## src/ipsp_pkg.sv

```systemverilog
// Shared types, codes and constants for the IPS patch stream parser.
`timescale 1ns / 1ps
`default_nettype none
package ipsp_pkg;

   localparam int DATA_W   = 8;
   localparam int OFFSET_W = 24;
   localparam int SIZE_W   = 16;
   localparam int CFG_W    = 32;
   localparam int CSR_IDX_W = 3;
   localparam int MAGIC_IDX_W = 3;
   localparam int MAGIC_LEN = 5;
   localparam int RSP_DATA_W = 56;

   localparam logic [OFFSET_W-1:0] EOF_MARK = 24'h454F46;

   localparam logic [CSR_IDX_W-1:0] CSR_ARM9_START    = 3'd0;
   localparam logic [CSR_IDX_W-1:0] CSR_ARM9_SIZE     = 3'd1;
   localparam logic [CSR_IDX_W-1:0] CSR_ARM7_START    = 3'd2;
   localparam logic [CSR_IDX_W-1:0] CSR_ARM7_SIZE     = 3'd3;
   localparam logic [CSR_IDX_W-1:0] CSR_OVERLAY_START = 3'd4;
   localparam logic [CSR_IDX_W-1:0] CSR_ARM9_ONLY     = 3'd5;

   localparam logic [1:0] KIND_WRITE = 2'd0;
   localparam logic [1:0] KIND_FILL  = 2'd1;
   localparam logic [1:0] KIND_DONE  = 2'd2;
   localparam logic [1:0] KIND_BAD   = 2'd3;

   localparam logic [1:0] REGION_NONE    = 2'd0;
   localparam logic [1:0] REGION_ARM9    = 2'd1;
   localparam logic [1:0] REGION_ARM7    = 2'd2;
   localparam logic [1:0] REGION_OVERLAY = 2'd3;

   typedef enum logic [3:0] {
      PH_MAGIC,
      PH_OFF0,
      PH_OFF1,
      PH_OFF2,
      PH_SIZE0,
      PH_SIZE1,
      PH_RUN0,
      PH_RUN1,
      PH_RUNVAL,
      PH_DATA,
      PH_DONE,
      PH_BAD
   } phase_type;

   // Range ends are kept at one extra bit so they never wrap.
   typedef struct packed {
      logic [CFG_W-1:0] arm9_start;
      logic [CFG_W:0]   arm9_end;
      logic [CFG_W-1:0] arm7_start;
      logic [CFG_W:0]   arm7_end;
      logic [CFG_W-1:0] overlay_start;
      logic             arm9_only;
   } cfg_type;

   function automatic logic [DATA_W-1:0] magic_byte(input logic [MAGIC_IDX_W-1:0] idx);
      logic [DATA_W-1:0] value;
      case (idx)
         3'd0: value = 8'h50;
         3'd1: value = 8'h41;
         3'd2: value = 8'h54;
         3'd3: value = 8'h43;
         3'd4: value = 8'h48;
         default: value = 8'h00;
      endcase
      return value;
   endfunction

endpackage
`default_nettype wire

```

## src/ipsp_csr.sv

```systemverilog
// Configuration registers with precomputed arm9 and arm7 range ends.
`timescale 1ns / 1ps
`default_nettype none
module ipsp_csr (
   input  wire logic                                 clock,
   input  wire logic                                 reset,
   input  wire logic                                 csr_valid,
   output logic                                      csr_ready,
   input  wire logic [ipsp_pkg::CSR_IDX_W-1:0]       csr_index,
   input  wire logic [ipsp_pkg::CFG_W-1:0]           csr_data,
   output ipsp_pkg::cfg_type                         cfg
);

   logic [ipsp_pkg::CFG_W-1:0] arm9_start_ff, arm9_size_ff, arm7_start_ff, arm7_size_ff;
   logic [ipsp_pkg::CFG_W-1:0] overlay_start_ff;
   logic                       arm9_only_ff;
   logic [ipsp_pkg::CFG_W:0]   arm9_end_ff, arm7_end_ff;
   logic                       write;

   assign csr_ready = 1'b1;
   assign write = csr_valid && csr_ready;

   always_ff @(posedge clock) begin
      if (reset) begin
         arm9_start_ff    <= '0;
         arm9_size_ff     <= '0;
         arm7_start_ff    <= '0;
         arm7_size_ff     <= '0;
         overlay_start_ff <= '0;
         arm9_only_ff     <= 1'b0;
         arm9_end_ff      <= '0;
         arm7_end_ff      <= '0;
      end else if (write) begin
         case (csr_index)
            ipsp_pkg::CSR_ARM9_START: begin
               arm9_start_ff <= csr_data;
               arm9_end_ff   <= {1'b0, csr_data} + {1'b0, arm9_size_ff};
            end
            ipsp_pkg::CSR_ARM9_SIZE: begin
               arm9_size_ff <= csr_data;
               arm9_end_ff  <= {1'b0, arm9_start_ff} + {1'b0, csr_data};
            end
            ipsp_pkg::CSR_ARM7_START: begin
               arm7_start_ff <= csr_data;
               arm7_end_ff   <= {1'b0, csr_data} + {1'b0, arm7_size_ff};
            end
            ipsp_pkg::CSR_ARM7_SIZE: begin
               arm7_size_ff <= csr_data;
               arm7_end_ff  <= {1'b0, arm7_start_ff} + {1'b0, csr_data};
            end
            ipsp_pkg::CSR_OVERLAY_START: begin
               overlay_start_ff <= csr_data;
            end
            ipsp_pkg::CSR_ARM9_ONLY: begin
               arm9_only_ff <= csr_data[0];
            end
            default: begin
            end
         endcase
      end
   end

   always_comb begin
      cfg.arm9_start    = arm9_start_ff;
      cfg.arm9_end      = arm9_end_ff;
      cfg.arm7_start    = arm7_start_ff;
      cfg.arm7_end      = arm7_end_ff;
      cfg.overlay_start = overlay_start_ff;
      cfg.arm9_only     = arm9_only_ff;
   end

endmodule
`default_nettype wire

```

## src/ipsp_region.sv

```systemverilog
// Region classification of a record offset and the arm9-to-arm7 gap test.
`timescale 1ns / 1ps
`default_nettype none
module ipsp_region (
   input  wire ipsp_pkg::cfg_type                cfg,
   input  wire logic [ipsp_pkg::OFFSET_W-1:0]    offset,
   output logic [1:0]                            region,
   output logic                                  in_gap
);

   localparam int EXT_W = ipsp_pkg::CFG_W + 1;

   logic [EXT_W-1:0] off_ext;
   logic             in_arm9, in_arm7, in_overlay;

   assign off_ext    = {{(EXT_W - ipsp_pkg::OFFSET_W){1'b0}}, offset};
   assign in_arm9    = (off_ext >= {1'b0, cfg.arm9_start}) && (off_ext < cfg.arm9_end);
   assign in_arm7    = (off_ext >= {1'b0, cfg.arm7_start}) && (off_ext < cfg.arm7_end);
   assign in_overlay = (off_ext >= {1'b0, cfg.overlay_start})
                       && (off_ext < {1'b0, cfg.arm7_start});
   assign in_gap     = (off_ext >= cfg.arm9_end) && (off_ext < {1'b0, cfg.arm7_start});

   always_comb begin
      if (cfg.arm9_only || in_arm9) begin
         region = ipsp_pkg::REGION_ARM9;
      end else if (in_arm7) begin
         region = ipsp_pkg::REGION_ARM7;
      end else if (in_overlay) begin
         region = ipsp_pkg::REGION_OVERLAY;
      end else begin
         region = ipsp_pkg::REGION_NONE;
      end
   end

endmodule
`default_nettype wire

```

## src/ipsp_parser.sv

```systemverilog
// Input register, record parser state machine and result register.
`timescale 1ns / 1ps
`default_nettype none
module ipsp_parser (
   input  wire logic                              clock,
   input  wire logic                              reset,
   input  wire ipsp_pkg::cfg_type                 cfg,
   input  wire logic                              in_valid,
   output logic                                   in_ready,
   input  wire logic [ipsp_pkg::DATA_W-1:0]       in_byte,
   input  wire logic                              in_first,
   output logic                                   out_valid,
   input  wire logic                              out_ready,
   output logic [1:0]                             out_kind,
   output logic [ipsp_pkg::OFFSET_W-1:0]          out_offset,
   output logic [ipsp_pkg::SIZE_W-1:0]            out_length,
   output logic [ipsp_pkg::DATA_W-1:0]            out_value,
   output logic [1:0]                             out_region,
   output logic                                   out_overlay
);

   localparam int OFF_W  = ipsp_pkg::OFFSET_W;
   localparam int SIZE_W = ipsp_pkg::SIZE_W;
   localparam int DW     = ipsp_pkg::DATA_W;
   localparam int MW     = ipsp_pkg::MAGIC_IDX_W;

   // Input register.
   logic          in_valid_ff, in_valid_in;
   logic [DW-1:0] in_byte_ff;
   logic          in_first_ff;

   // Parser state.
   ipsp_pkg::phase_type phase_ff, phase_in, phase_cur;
   logic [MW-1:0]       magic_ff, magic_in, magic_cur;
   logic [OFF_W-1:0]    rec_off_ff, rec_off_in;
   logic [SIZE_W-1:0]   rec_size_ff, rec_size_in;
   logic [SIZE_W-1:0]   byte_idx_ff, byte_idx_in;
   logic [1:0]          rec_region_ff, rec_region_in;
   logic                ovl_ff, ovl_in, ovl_cur;

   // Result register.
   logic              rsp_valid_ff, rsp_valid_in;
   logic [1:0]        kind_ff, kind_in;
   logic [OFF_W-1:0]  off_ff, off_in;
   logic [SIZE_W-1:0] len_ff, len_in;
   logic [DW-1:0]     val_ff, val_in;
   logic [1:0]        region_ff, region_in;
   logic              ovl_out_ff, ovl_out_in;

   logic              advance, has_result;
   logic [OFF_W-1:0]  full_offset;
   logic [SIZE_W-1:0] idx_next;
   logic [1:0]        pick_region;
   logic              pick_gap;
   logic              magic_bad;

   assign advance  = in_valid_ff && (!rsp_valid_ff || out_ready);
   assign in_ready = !in_valid_ff || advance;

   // A first byte restarts the parser before it is looked at.
   assign phase_cur = in_first_ff ? ipsp_pkg::PH_MAGIC : phase_ff;
   assign magic_cur = in_first_ff ? '0 : magic_ff;
   assign ovl_cur   = in_first_ff ? 1'b0 : ovl_ff;

   assign full_offset = {rec_off_ff[OFF_W-1:DW], in_byte_ff};
   assign idx_next    = byte_idx_ff + {{(SIZE_W-1){1'b0}}, 1'b1};
   assign magic_bad   = (magic_cur > MW'(ipsp_pkg::MAGIC_LEN - 1))
                        || (in_byte_ff != ipsp_pkg::magic_byte(magic_cur));

   ipsp_region u_region (
      .cfg    (cfg),
      .offset (full_offset),
      .region (pick_region),
      .in_gap (pick_gap)
   );

   // Next state.
   always_comb begin
      phase_in      = phase_ff;
      magic_in      = magic_ff;
      rec_off_in    = rec_off_ff;
      rec_size_in   = rec_size_ff;
      byte_idx_in   = byte_idx_ff;
      rec_region_in = rec_region_ff;
      ovl_in        = ovl_ff;
      if (advance) begin
         phase_in = phase_cur;
         magic_in = magic_cur;
         ovl_in   = ovl_cur;
         case (phase_cur)
            ipsp_pkg::PH_MAGIC: begin
               if (magic_bad) begin
                  phase_in = ipsp_pkg::PH_BAD;
               end else begin
                  magic_in = magic_cur + {{(MW-1){1'b0}}, 1'b1};
                  if (magic_cur == MW'(ipsp_pkg::MAGIC_LEN - 1)) begin
                     phase_in = ipsp_pkg::PH_OFF0;
                  end
               end
            end
            ipsp_pkg::PH_OFF0: begin
               rec_off_in = {in_byte_ff, {(OFF_W-DW){1'b0}}};
               phase_in   = ipsp_pkg::PH_OFF1;
            end
            ipsp_pkg::PH_OFF1: begin
               rec_off_in = {rec_off_ff[OFF_W-1:2*DW], in_byte_ff, {DW{1'b0}}};
               phase_in   = ipsp_pkg::PH_OFF2;
            end
            ipsp_pkg::PH_OFF2: begin
               rec_off_in = full_offset;
               if (full_offset == ipsp_pkg::EOF_MARK) begin
                  phase_in = ipsp_pkg::PH_DONE;
               end else begin
                  ovl_in        = ovl_cur || pick_gap;
                  rec_region_in = pick_region;
                  phase_in      = ipsp_pkg::PH_SIZE0;
               end
            end
            ipsp_pkg::PH_SIZE0: begin
               rec_size_in = {in_byte_ff, {(SIZE_W-DW){1'b0}}};
               phase_in    = ipsp_pkg::PH_SIZE1;
            end
            ipsp_pkg::PH_SIZE1: begin
               rec_size_in = {rec_size_ff[SIZE_W-1:DW], in_byte_ff};
               byte_idx_in = '0;
               if ({rec_size_ff[SIZE_W-1:DW], in_byte_ff} == '0) begin
                  phase_in = ipsp_pkg::PH_RUN0;
               end else begin
                  phase_in = ipsp_pkg::PH_DATA;
               end
            end
            ipsp_pkg::PH_RUN0: begin
               rec_size_in = {in_byte_ff, {(SIZE_W-DW){1'b0}}};
               phase_in    = ipsp_pkg::PH_RUN1;
            end
            ipsp_pkg::PH_RUN1: begin
               rec_size_in = {rec_size_ff[SIZE_W-1:DW], in_byte_ff};
               phase_in    = ipsp_pkg::PH_RUNVAL;
            end
            ipsp_pkg::PH_RUNVAL: begin
               phase_in = ipsp_pkg::PH_OFF0;
            end
            ipsp_pkg::PH_DATA: begin
               byte_idx_in = idx_next;
               if (idx_next >= rec_size_ff) begin
                  phase_in = ipsp_pkg::PH_OFF0;
               end
            end
            default: begin
            end
         endcase
      end
   end

   // Result of the item in the input register.
   always_comb begin
      has_result = 1'b0;
      kind_in    = ipsp_pkg::KIND_WRITE;
      off_in     = '0;
      len_in     = '0;
      val_in     = '0;
      region_in  = ipsp_pkg::REGION_NONE;
      ovl_out_in = 1'b0;
      case (phase_cur)
         ipsp_pkg::PH_MAGIC: begin
            if (magic_bad) begin
               has_result = 1'b1;
               kind_in    = ipsp_pkg::KIND_BAD;
            end
         end
         ipsp_pkg::PH_OFF2: begin
            if (full_offset == ipsp_pkg::EOF_MARK) begin
               has_result = 1'b1;
               kind_in    = ipsp_pkg::KIND_DONE;
               ovl_out_in = ovl_cur;
            end
         end
         ipsp_pkg::PH_RUNVAL: begin
            has_result = 1'b1;
            kind_in    = ipsp_pkg::KIND_FILL;
            off_in     = rec_off_ff;
            len_in     = rec_size_ff;
            val_in     = in_byte_ff;
            region_in  = rec_region_ff;
         end
         ipsp_pkg::PH_DATA: begin
            has_result = 1'b1;
            kind_in    = ipsp_pkg::KIND_WRITE;
            off_in     = rec_off_ff + {{(OFF_W-SIZE_W){1'b0}}, byte_idx_ff};
            len_in     = {{(SIZE_W-1){1'b0}}, 1'b1};
            val_in     = in_byte_ff;
            region_in  = rec_region_ff;
         end
         default: begin
         end
      endcase
   end

   always_comb begin
      in_valid_in = in_valid_ff;
      if (in_valid && in_ready) begin
         in_valid_in = 1'b1;
      end else if (advance) begin
         in_valid_in = 1'b0;
      end
      rsp_valid_in = rsp_valid_ff;
      if (advance) begin
         rsp_valid_in = has_result;
      end else if (out_ready) begin
         rsp_valid_in = 1'b0;
      end
   end

   always_ff @(posedge clock) begin
      if (reset) begin
         in_valid_ff  <= 1'b0;
         rsp_valid_ff <= 1'b0;
         phase_ff     <= ipsp_pkg::PH_MAGIC;
         magic_ff     <= '0;
         ovl_ff       <= 1'b0;
      end else begin
         in_valid_ff  <= in_valid_in;
         rsp_valid_ff <= rsp_valid_in;
         phase_ff     <= phase_in;
         magic_ff     <= magic_in;
         ovl_ff       <= ovl_in;
      end
   end

   always_ff @(posedge clock) begin
      if (in_valid && in_ready) begin
         in_byte_ff  <= in_byte;
         in_first_ff <= in_first;
      end
      rec_off_ff    <= rec_off_in;
      rec_size_ff   <= rec_size_in;
      byte_idx_ff   <= byte_idx_in;
      rec_region_ff <= rec_region_in;
      if (advance && has_result) begin
         kind_ff    <= kind_in;
         off_ff     <= off_in;
         len_ff     <= len_in;
         val_ff     <= val_in;
         region_ff  <= region_in;
         ovl_out_ff <= ovl_out_in;
      end
   end

   assign out_valid   = rsp_valid_ff;
   assign out_kind    = kind_ff;
   assign out_offset  = off_ff;
   assign out_length  = len_ff;
   assign out_value   = val_ff;
   assign out_region  = region_ff;
   assign out_overlay = ovl_out_ff;

endmodule
`default_nettype wire

```

## src/ips_patch_stream_parser_top.sv

```systemverilog
// Top level of the IPS patch stream parser.
// A request passes through the input register and then the result register.
// Throughput: one request per cycle while no waiting result is held back by rsp_tready,
// set by the single-pass parser between the input register and the result register.
// Reset: synchronous, active high; clears the parser, both handshakes and all
// configuration registers to zero.
`timescale 1ns / 1ps
`default_nettype none
module ips_patch_stream_parser_top (
   input  wire logic                                clock,
   input  wire logic                                reset,
   input  wire logic                                req_tvalid,
   output logic                                     req_tready,
   input  wire logic [ipsp_pkg::DATA_W-1:0]         req_tdata,  // patch_byte
   input  wire logic                                req_tuser,  // first_byte
   output logic                                     rsp_tvalid,
   input  wire logic                                rsp_tready,
   // target_offset, fill_length, data_value, target_region, overlay_touched, zero pad
   output logic [ipsp_pkg::RSP_DATA_W-1:0]          rsp_tdata,
   output logic [1:0]                               rsp_tuser,  // command_kind
   input  wire logic                                csr_valid,
   output logic                                     csr_ready,
   input  wire logic [ipsp_pkg::CSR_IDX_W-1:0]      csr_index,
   input  wire logic [ipsp_pkg::CFG_W-1:0]          csr_data
);

   ipsp_pkg::cfg_type                  cfg;
   logic [ipsp_pkg::OFFSET_W-1:0]      out_offset;
   logic [ipsp_pkg::SIZE_W-1:0]        out_length;
   logic [ipsp_pkg::DATA_W-1:0]        out_value;
   logic [1:0]                         out_region;
   logic                               out_overlay;

   ipsp_csr u_csr (
      .clock     (clock),
      .reset     (reset),
      .csr_valid (csr_valid),
      .csr_ready (csr_ready),
      .csr_index (csr_index),
      .csr_data  (csr_data),
      .cfg       (cfg)
   );

   ipsp_parser u_parser (
      .clock       (clock),
      .reset       (reset),
      .cfg         (cfg),
      .in_valid    (req_tvalid),
      .in_ready    (req_tready),
      .in_byte     (req_tdata),
      .in_first    (req_tuser),
      .out_valid   (rsp_tvalid),
      .out_ready   (rsp_tready),
      .out_kind    (rsp_tuser),
      .out_offset  (out_offset),
      .out_length  (out_length),
      .out_value   (out_value),
      .out_region  (out_region),
      .out_overlay (out_overlay)
   );

   assign rsp_tdata = {5'b0, out_overlay, out_region, out_value, out_length, out_offset};

endmodule
`default_nettype wire

```

## config.mk

```make
export PLATFORM = sky130hd
export DESIGN_NAME = ips_patch_stream_parser_top
export DESIGN_NICKNAME = d
export VERILOG_FILES = /design/src/ipsp_pkg.sv /design/src/ipsp_csr.sv /design/src/ipsp_region.sv /design/src/ipsp_parser.sv /design/src/ips_patch_stream_parser_top.sv
export SDC_FILE = /design/constraint.sdc
export NUM_CORES = 1
export LEC_CHECK = 0
export BUFFER_PORTS_ARGS = -buffer_cell sky130_fd_sc_hd__buf_2
export CAP_MARGIN = 10
export CORE_MARGIN = 3
export CORE_UTILIZATION = 45
export DETAILED_ROUTE_END_ITERATION = 10
export PLACE_DENSITY = 0.66
export SYNTH_ARGS = -nofsm -noshare
export SYNTH_HDL_FRONTEND = slang
export SYNTH_SLANG_ARGS = --single-unit
```

## constraint.sdc

```tcl
create_clock -name clock -period 5.4 [get_ports clock]
set_input_delay 0 -clock clock [delete_from_list [all_inputs] [get_ports clock]]
set_output_delay 0 -clock clock [all_outputs]
set_load 0.05 [all_outputs]
```

After elaboration in Yosys (flattened, before gate mapping)
Cells that the tools add are included.
{ "op_classes": {"n_lt_le_gt_ge": 9, "mux": 33, "eq_ne": 20, "reduce_logical": 45, "n_bitwise": 4, "addsub": 7} }
{ "ops": {"columns": ["operator", "n"], "rows": [
  ["adder 32 x 32 -> 33 bit", 4],
  ["one-hot mux 33 bit (2 select lines)", 2],
  [">= comparator 24 x 32 -> 1 bit", 3],
  ["one-hot mux 16 bit (2 select lines)", 3],
  ["one-hot mux 24 bit (3 select lines)", 1],
  ["less-than comparator 24 x 33 -> 1 bit", 2],
  ["one-hot mux 24 bit (2 select lines)", 1],
  ["one-hot mux 4 bit (10 select lines)", 1],
  ["one-hot mux 7 bit (5 select lines)", 1],
  [">= comparator 24 x 33 -> 1 bit", 1],
  ["less-than comparator 24 x 32 -> 1 bit", 1],
  ["adder 24 x 16 -> 24 bit", 1],
  ["== test 24 x 23 -> 1 bit (second input constant)", 1],
  ["2-to-1 mux 4 bit", 6],
  ["AND reduction 2 bit", 12],
  ["adder 16 x 1 -> 16 bit (second input constant)", 1],
  ["== test 4 x 3 -> 1 bit (second input constant)", 4],
  [">= comparator 16 bit", 1],
  ["zero test 16 bit", 1],
  ["nonzero test 2 bit", 7],
  ["== test 3 x 2 -> 1 bit (second input constant)", 4],
  ["== test 3 bit (second input constant)", 3],
  ["2-to-1 mux 1 bit", 9],
  ["2-to-1 mux 3 bit", 3],
  ["other kinds (20)", 45]
]} }
{ "word_totals": {"output_inout_bits": 61, "register_bits": 357} }

Longest topological paths before layout
Gate-level depths: netlist (run 1).
{ "logic_depth": {"depth_word": 8, "depth_mapped": 17} }

By module
From an unflattened synthesis (run 1), not the netlist that was laid out.
{ "unflattened": {"hier_cells": 2631, "hier_area_um2": 22216.3} }
{ "modules_own_cells": {"columns": ["mod", "area_per_inst_um2", "seq_area_each_um2", "instances", "cells_each"], "rows": [
  ["ipsp_csr", 11986.5, 4544.4, 1, 1538],
  ["ipsp_parser", 7071.8, 3803.6, 1, 641],
  ["ipsp_region", 3109.2, 0.0, 1, 445],
  ["ips_patch_stream_parser_top", 48.8, 0.0, 1, 7]
]} }

Least setup slack after synthesis (run 1)
OpenSTA, ideal clock, no wires.
{ "synth_path": {"kind": "input port to flip-flop", "from": "in csr_index[1] (netlist bit)", "to": "reg u_csr.arm9_end_ff[32] (netlist bit)", "path_buffers": 2, "path_stages": 15, "arrival_ns": 3.723, "setup_slack_ns": 1.544, "path_cell_list": "clkbuf_1 nor3b_1 clkbuf_1 mux2_2 ha_1 fa_1 a211oi_1 nor2_2 o22ai_2 or4_4 a311oi_4 a31oi_2 o21ai_2 a2111oi_1 nor4_2"} }
{ "synth_via": {"elab_chain_len": 3, "word_cells_on_any_way": 5} }
{ "synth_rtl": {"columns": ["element", "line_no", "text"], "rows": [
  ["from (decl)", "ips_patch_stream_parser_top.sv:23", "input wire logic [ipsp_pkg::CSR_IDX_W-1:0] csr_index,"],
  ["== test 3 x 1 -> 1 bit / zero test 3 bit (equally long branches)", "ipsp_csr.sv:34", "case (csr_index)"],
  ["nonzero test 2 bit (no source line)", null, null],
  ["AND reduction 2 bit (no source line)", null, null],
  ["to (signal assigned)", "ipsp_csr.sv:37", "arm9_end_ff <= {1'b0, csr_data} + {1'b0, arm9_size_ff};"],
  ["to (signal assigned)", "ipsp_csr.sv:41", "arm9_end_ff <= {1'b0, arm9_start_ff} + {1'b0, csr_data};"],
  ["to (decl)", "ipsp_csr.sv:17", "logic [ipsp_pkg::CFG_W:0] arm9_end_ff, arm7_end_ff;"]
]} }
Several ways; a longest one is shown, not always the timed one.
A chain may end at the register's enable or synchronous reset.

Worst setup path in the final report (run 1)
{ "layout_path": {"from": "reg u_parser.in_first_ff", "to": "reg u_parser.off_ff[3], in the netlist u_parser.out_offset[3], enable pin"} }
{ "layout_via": {"elab_chain_len": 8, "word_cells_on_any_way": 19} }
{ "layout_rtl": {"columns": ["element", "line_no", "text"], "rows": [
  ["from (decl)", "ipsp_parser.sv:30", "logic in_first_ff;"],
  ["from (signal assigned)", "ipsp_parser.sv:233", "in_first_ff <= in_first;"],
  ["2-to-1 mux 3 bit", "ipsp_parser.sv:62", "assign magic_cur = in_first_ff ? '0 : magic_ff;"],
  ["== test 3 bit, or another cell as far along", "ipsp_pkg.sv:61", "case (idx)"],
  ["one-hot mux 7 bit (5 select lines)", "ipsp_pkg.sv:61", null],
  ["!= test 8 x 7 -> 1 bit", "ipsp_parser.sv:68", "|| (in_byte_ff != ipsp_pkg::magic_byte(magic_cur));"],
  ["logical OR 1 bit", "ipsp_parser.sv:68", null],
  ["2-to-1 mux 1 bit", "ipsp_parser.sv:166", "if (magic_bad) begin"],
  ["one-hot mux 1 bit (3 select lines) *", "ipsp_parser.sv:164", "case (phase_cur)"],
  ["logical AND 1 bit *", "ipsp_parser.sv:239", "if (advance && has_result) begin"],
  ["to (signal assigned)", "ipsp_parser.sv:241", "off_ff <= off_in;"],
  ["to (decl)", "ipsp_parser.sv:44", "logic [OFF_W-1:0] off_ff, off_in;"]
]} }
Mark *: on every way between the ends. The rest lies on a longest branch, timed or not.

==> results of run 1 <==
report_power, final:
group,internal [uW],total [uW],switching [uW]
combinational,268,795,528
sequential,2860,2910,50.5
clock,1620,2790,1170
worst reg2reg max path, delay by kind of cell (launching register included):
kind	cells	cell delay, ns
buffers and inverters	3	1.32
AO/OA/AOI/OAI	3	0.65
flip-flops	1	0.61
AND/OR/NAND/NOR	3	0.55
adder cells (fa/ha/maj)	2	0.40
XOR/XNOR	1	0.13
logic make-up (layout without fill, tap and decap cells):
logic type	count (synthesis)	after routing
adder cells (fa/ha/maj)	224	224
buffers and inverters	289	427
XOR/XNOR	79	79
flip-flops	357	357
multiplexers	42	42
AND/OR/NAND/NOR	939	939
AO/OA/AOI/OAI	642	642
other	2	6
metal layers:
metal | up-vias | GRT usage [%]
met1 | 8978 | 33.97
met2 | 618 | 39.22
met5 | - | 0
met4 | 0 | 7.647
li1 | 9282 | -
met3 | 137 | 3.692
worst max-delay path by stage:
stage | from | to | slack [ns]
finish | u_parser.in_first_ff | u_parser.out_offset[3] | 1.31
global route | u_parser.in_first_ff | u_parser.out_offset[16] | 1.00
CTS | u_parser.in_first_ff | u_parser.out_region[1] | 1.35
detailed placement | csr_index[0] | u_csr.arm9_end_ff[32] | 1.35
global placement | csr_index[0] | u_csr.arm9_end_ff[32] | 1.48
floorplan | csr_index[1] | u_csr.arm9_end_ff[32] | 1.54
through the flow:
step	cell area [um^2]	util, %	cells
after floorplan	21790	-	2578
after global placement	22890	48.56	3198
after detailed placement	22890	48.56	3198
after CTS	24720	52.42	3321
after global routing	24750	52.49	3323
final	24750	52.49	3323
layout make-up:
type | count | area (um^2)
inverters | 160 | 600.6
well taps | 607 | 759.5
clock inverters | 24 | 251.5
repair buffers | 193 | 1353
fillers | 4292 | 22400
flip-flops and latches | 357 | 8348
multi-input cells | 1932 | 12360
clock buffers | 50 | 1080
sequential cells by signal, indices dropped and copies added, names as in the netlist, 8 cells and up:
register	cells
u_csr.arm7_end_ff	33
u_parser.out_value	8
u_parser.out_length	16
u_csr.arm7_size_ff	32
u_parser.byte_idx_ff	16
u_parser.in_byte_ff	8
u_csr.arm9_size_ff	32
u_parser.rec_off_ff	24
u_csr.arm9_start_ff	32
u_parser.out_offset	24
u_parser.rec_size_ff	16
u_csr.arm9_end_ff	33
u_csr.overlay_start_ff	32
u_csr.arm7_start_ff	32
repair_timing:
item / in CTS / in global routing
buffers inserted: 0 / 0
hold endpoints to repair: 197 / 0
hold buffers: 49 / 0
cells in the final DEF (no fill, tap or decap), types with 38 or more instances in the layout:
cell and instances:
inv_1 158, edfxtp_1 120, dfxtp_1 237, nand2_1 511, dlygate4sd3_1 49, o21ai_0 99
and2_1 47, a21oi_1 309, mux2_2 41, buf_2 102, clkbuf_16 41, nand3_1 41
xnor2_1 47, nor2_1 100, buf_4 38, ha_1 221, a21o_1 68
==> impl_metrics.yaml, run 1 <==
critical_path:
  critPathMaxStageDelay_ns: 0.87
  start_kind: "flip-flop"
  cp_slowest_cell: "inv_2"
  worst-setup-path-type: "flip-flop to flip-flop"
  worstSetupPathDepth: 12
  endpoint_kind: "flip-flop"
  ff2ff_path_depth: 12
  reg2reg_slack_ns: 1.31
  path_delay_family: "buffers and inverters"
  r2r-end: "u_parser.out_offset[3]"
  critPathMaxFanout: 53
  path_buf_inv: 3
  crit_top_cell: "ha_1"
  worstPathCellList: "clkinv_1 > nand2_1 > inv_1 > ha_1 > ha_1 > a21oi_1 > xnor2_1 > nor4_1 > a31oi_1 > nand2b_1 > o21ai_0 > inv_2"
  cp.required_ns: 5.59
  crit_arrival_ns: 4.28
  r2r-start: "u_parser.in_first_ff"
place:
  dpl_worst_slack_ns: 1.351
  gp_congestion: 0.8946
  place_hpwl_um: 44850
  io_buffer_count: 103
yosys:
  yosysSeqAreaShare_pct: 38.33
  synth_top_area_share_pct: 21.79
  synth.ff_latch_count: 357
  synth.most_common_cell: "nand2_1"
  synth_area_per_cell_um2: 8.461
  yosys_warnings: 0
  synth_top_area_cell: "dfxtp_1"
  synth_compound_area_share_pct: 18.22
  synth_top_family_by_area: "simple AND/OR/NAND/NOR gates"
  async_reset_ff_share_pct: 0
  synth_mux_area_share_pct: 2.166
  synth_xor_area_share_pct: 3.177
  yosys.area_share.simple_pct: 19.96
  ys_types: 86
  ys.flop_type: "dfxtp_1"
  synth_area_mm2: 0.02178
  yosys-top-cells-area: "dfxtp_1, edfxtp_1, ha_1"
  synthTopCellsByCount: "nand2_1, a21oi_1, dfxtp_1"
  yosys.area_share.adder_pct: 12.97
  synthesis.instances: 2574
  synth-edff-count: 120
min_path:
  hold_end: "u_parser.in_byte_ff[1]"
  hp-start: "req_tdata[1]"
  hold_path.class: "input pin to flip-flop"
  whs_path_depth: 2
clocking:
  cts_tree: "done"
  clk_pin_slew_ns: 0.06
  clock-sinks: 357
  cts_buffer_depth: 3
  cts_made_buffers: 41
  h-tree-depth: 2
  cts_root_buffer: "clkbuf_16"
  post_cts_resize_count: 0
  insertion_delay_ns: 0.58
flow_run:
  maxCapViolCount: 0
sta:
  tightest_slew_ns: 1.216
  finalCritPeriodShare_pct: 75.74
  setup_slack_ns: 1.310
  setup-tns-final_ns: 0
  post-route-min-period_ns: 4.090
  setup_viol: 0
  worst_clock_skew_ns: 0.02416
  holdWs_ns: 0.1518
  drv_slew: 0
  fmax_mhz: 244.5
  relSlewSlack_pct: 18.90
  finalHoldViolations: 0
  grt_setup_unrepaired: "false"
routing:
  wirelength_um: 63000
  wl_met1_um: 28520
  drt-initial-drc-count: 1488
  dr.pass1.iters: 5
  num_vias: 19020
  wl_per_cell_um: 18.96
  routed.top_layer: "met4"
  vias_per_cell: 5.722
  postRouteAntennaNets: 0
  wl_met2_um: 28500
  met3WireLength_um: 4099
  drc: 0
floorplan:
  core_mm2: 0.04715
  row_count: 79
  io_pins: 110
  initial_core_util_pct: 46.19
  die-area_mm2: 0.05107
  die_y_um: 226.0
  dieWidth_um: 226.0
global_route:
  grt_pass1_wl_um: 99390
  track_usage_pct: 24.42
  gr-total-overflow: 0
  grt_pass1_vias: 18270
  grt_max_degree: 191
  antenna_found_initial: 0
layout:
  drive_gt1_share_pct: 10.42
  synthToLayoutAreaGrowth_pct: 13.64
  diodes: 0
  nets: 2958
run_status:
  status: "completed"
power_and_ir_drop:
  ir_drop_uv: 232.9
  power.density_mw_per_mm2: 262.4
  p_leak_uw: 0.009792
  p_total_uw: 6493
No activity file was read; power rests on OpenSTA's default activity.
==> inputs of run 2 (changes only) <==
PLACE_DENSITY = 0.68   (was 0.66)
clock period = 3.4 ns   (was 5.4 ns; I/O delays follow)
==> impl_metrics.yaml, run 2 (synthesized netlist as in run 1, its figures left out) <==
run_status:
  status: "completed"
layout:
  design_area_mm2: 0.02626
  final_cell_mix: "nand2_1, a21oi_1, dfxtp_1"
  synthToLayoutAreaGrowth_pct: 20.57
  final_common_cell: "nand2_1"
  drive_gt1_share_pct: 16.08
  fin_util_pct: 55.69
  nets: 3119
  largestRegisters: "u_csr.arm7_end_ff: 33 flops, u_csr.arm9_end_ff: 33 flops"
  fin_cells: 3487
global_route:
  grt_pass1_wl_um: 104100
  track_usage_pct: 25.65
  antenna_found_initial: 1
  gr-total-overflow: 0
  grt_pass1_vias: 19430
  grt_max_degree: 99
critical_path:
  crit_arrival_ns: 3.62
  endpoint_kind: "flip-flop"
  critPathMaxFanout: 4
  worst-setup-path-type: "flip-flop to flip-flop"
  cp.required_ns: 3.72
  crit_top_cell: "a21o_1"
  worstPathCellList: "ha_2 > fa_2 > a21o_1 > a21o_1 > a2111oi_4 > o41ai_4 > a2111o_1 > a31oi_4 > nand4b_1 > xor2_1 > nor2_1"
  cp_slowest_cell: "a2111oi_4"
  start_kind: "flip-flop"
  critPathMaxStageDelay_ns: 0.45
floorplan:
  dieWidth_um: 226.0
  io_pins: 110
  die_y_um: 226.0
  row_count: 79
  initial_core_util_pct: 46.19
  core_mm2: 0.04715
  die-area_mm2: 0.05107
sta:
  drv_slew: 0
  finalHoldViolations: 0
  post-route-min-period_ns: 3.297
  setup_viol: 0
  setup_slack_ns: 0.1031
  holdWs_ns: 0.03009
  finalCritPeriodShare_pct: 96.97
  relSlewSlack_pct: 21.98
  worst_clock_skew_ns: 0.01791
  tightest_slew_ns: 1.170
  grt_setup_unrepaired: "true"
  fmax_mhz: 303.3
power_and_ir_drop:
  p_leak_uw: 0.01071
  pwr-share-clk_pct: 44.8
  switching_share_pct: 26.46
  ir_drop_uv: 708.9
  switchingPower_uw: 2894
  intPower_uw: 8044
  power.density_mw_per_mm2: 416.6
  sequentialPowerShare_pct: 42.2
  p_comb_share_pct: 13.0
routing:
  wl_per_cell_um: 19.02
  drc: 0
  drt-initial-drc-count: 1557
  num_vias: 20040
  wirelength_um: 66320
  dr.pass1.iters: 7
  vias_per_cell: 5.746
  postRouteAntennaNets: 0
clocking:
  clk_pin_slew_ns: 0.06
  cts_made_buffers: 41
  cts_buffer_depth: 3
  h-tree-depth: 2
  insertion_delay_ns: 0.58
  cts_root_buffer: "clkbuf_16"
  clock-sinks: 357
  cts_tree: "done"
place:
  io_buffer_count: 103
  dpl_worst_slack_ns: -0.1054
  place_hpwl_um: 49160
  gp_congestion: 0.9284
  dp.cells: 3354
  dpl_cell_area_mm2: 0.02413
flow_run:
  maxCapViolCount: 0
min_path:
  hold_path.class: "input pin to flip-flop"
[run 2: per-layer routing]
layer / GRT usage, % / vias to the layer above / routed length (um)
li1: - / 9589 / -
met1: 33.75 / 9509 / 27880
met2: 41.98 / 767 / 30430
met3: 3.640 / 173 / 4987
met4: 11.64 / 0 / 3022
met5: 0 / - / 0
[run 2: worst max-delay path: cells and delay by family, from the launching register on]
family,cells,cell delay [ns]
AO/OA/AOI/OAI,6,1.68
adder cells (fa/ha/maj),2,0.58
flip-flops,1,0.41
AND/OR/NAND/NOR,2,0.21
XOR/XNOR,1,0.17
[run 2: stage by stage]
step | total power [uW] | TNS [ns]
3_3_place_gp | 6014 | -0.1596
5_1_grt | 11300 | -0.07702
4_1_cts | 10980 | 0
3_5_place_dp | 6052 | -0.5575
6_report | 10940 | 0
2_1_floorplan | 5533 | 0
[run 2: area by class of cell]
class,count,area [um^2]
diodes,1,2.502
clock buffers,53,1205
clock inverters,23,302.8
fillers,4184,20890
inverters,160,600.6
multi-input cells,1932,12440
flip-flops and latches,357,8348
well taps,607,759.5
repair buffers,354,2596
[run 2: what timing repair did]
| item | in CTS | in global routing |
|---|---|---|
| setup buffers | 0 | 5 |
| pin swaps | 1 | 7 |
| endpoints found under the hold margin | 191 | 0 |
| gates resized for setup | 2 | 14 |
| setup endpoints to repair | 5 | 24 |
| hold buffers | 51 | 0 |
| gates cloned | 0 | 0 |
[run 2: power groups by stage]
stage | clock network (uW) | registers [uW] | logic, uW
6_report | 4900 | 4610 | 1420
5_1_grt | 5130 | 4620 | 1550
4_1_cts | 4970 | 4610 | 1400
3_5_place_dp | 0 | 4700 | 1350
3_3_place_gp | 0 | 4700 | 1320
2_1_floorplan | 0 | 4800 | 735
[run 2: final timing paths]
check / from / endpoint / slack [ns] / depth (start not counted)
max reg2reg: u_parser.rec_off_ff[0] / u_parser.out_offset[20] / 0.10 / 11
min: csr_index[2] / u_csr.arm9_only_ff / 0.03 / 6
max: u_parser.rec_off_ff[0] / u_parser.out_offset[20] / 0.10 / 11
min reg2reg: u_csr.arm9_end_ff[26] / u_csr.arm9_end_ff[26] / 0.45 / 2
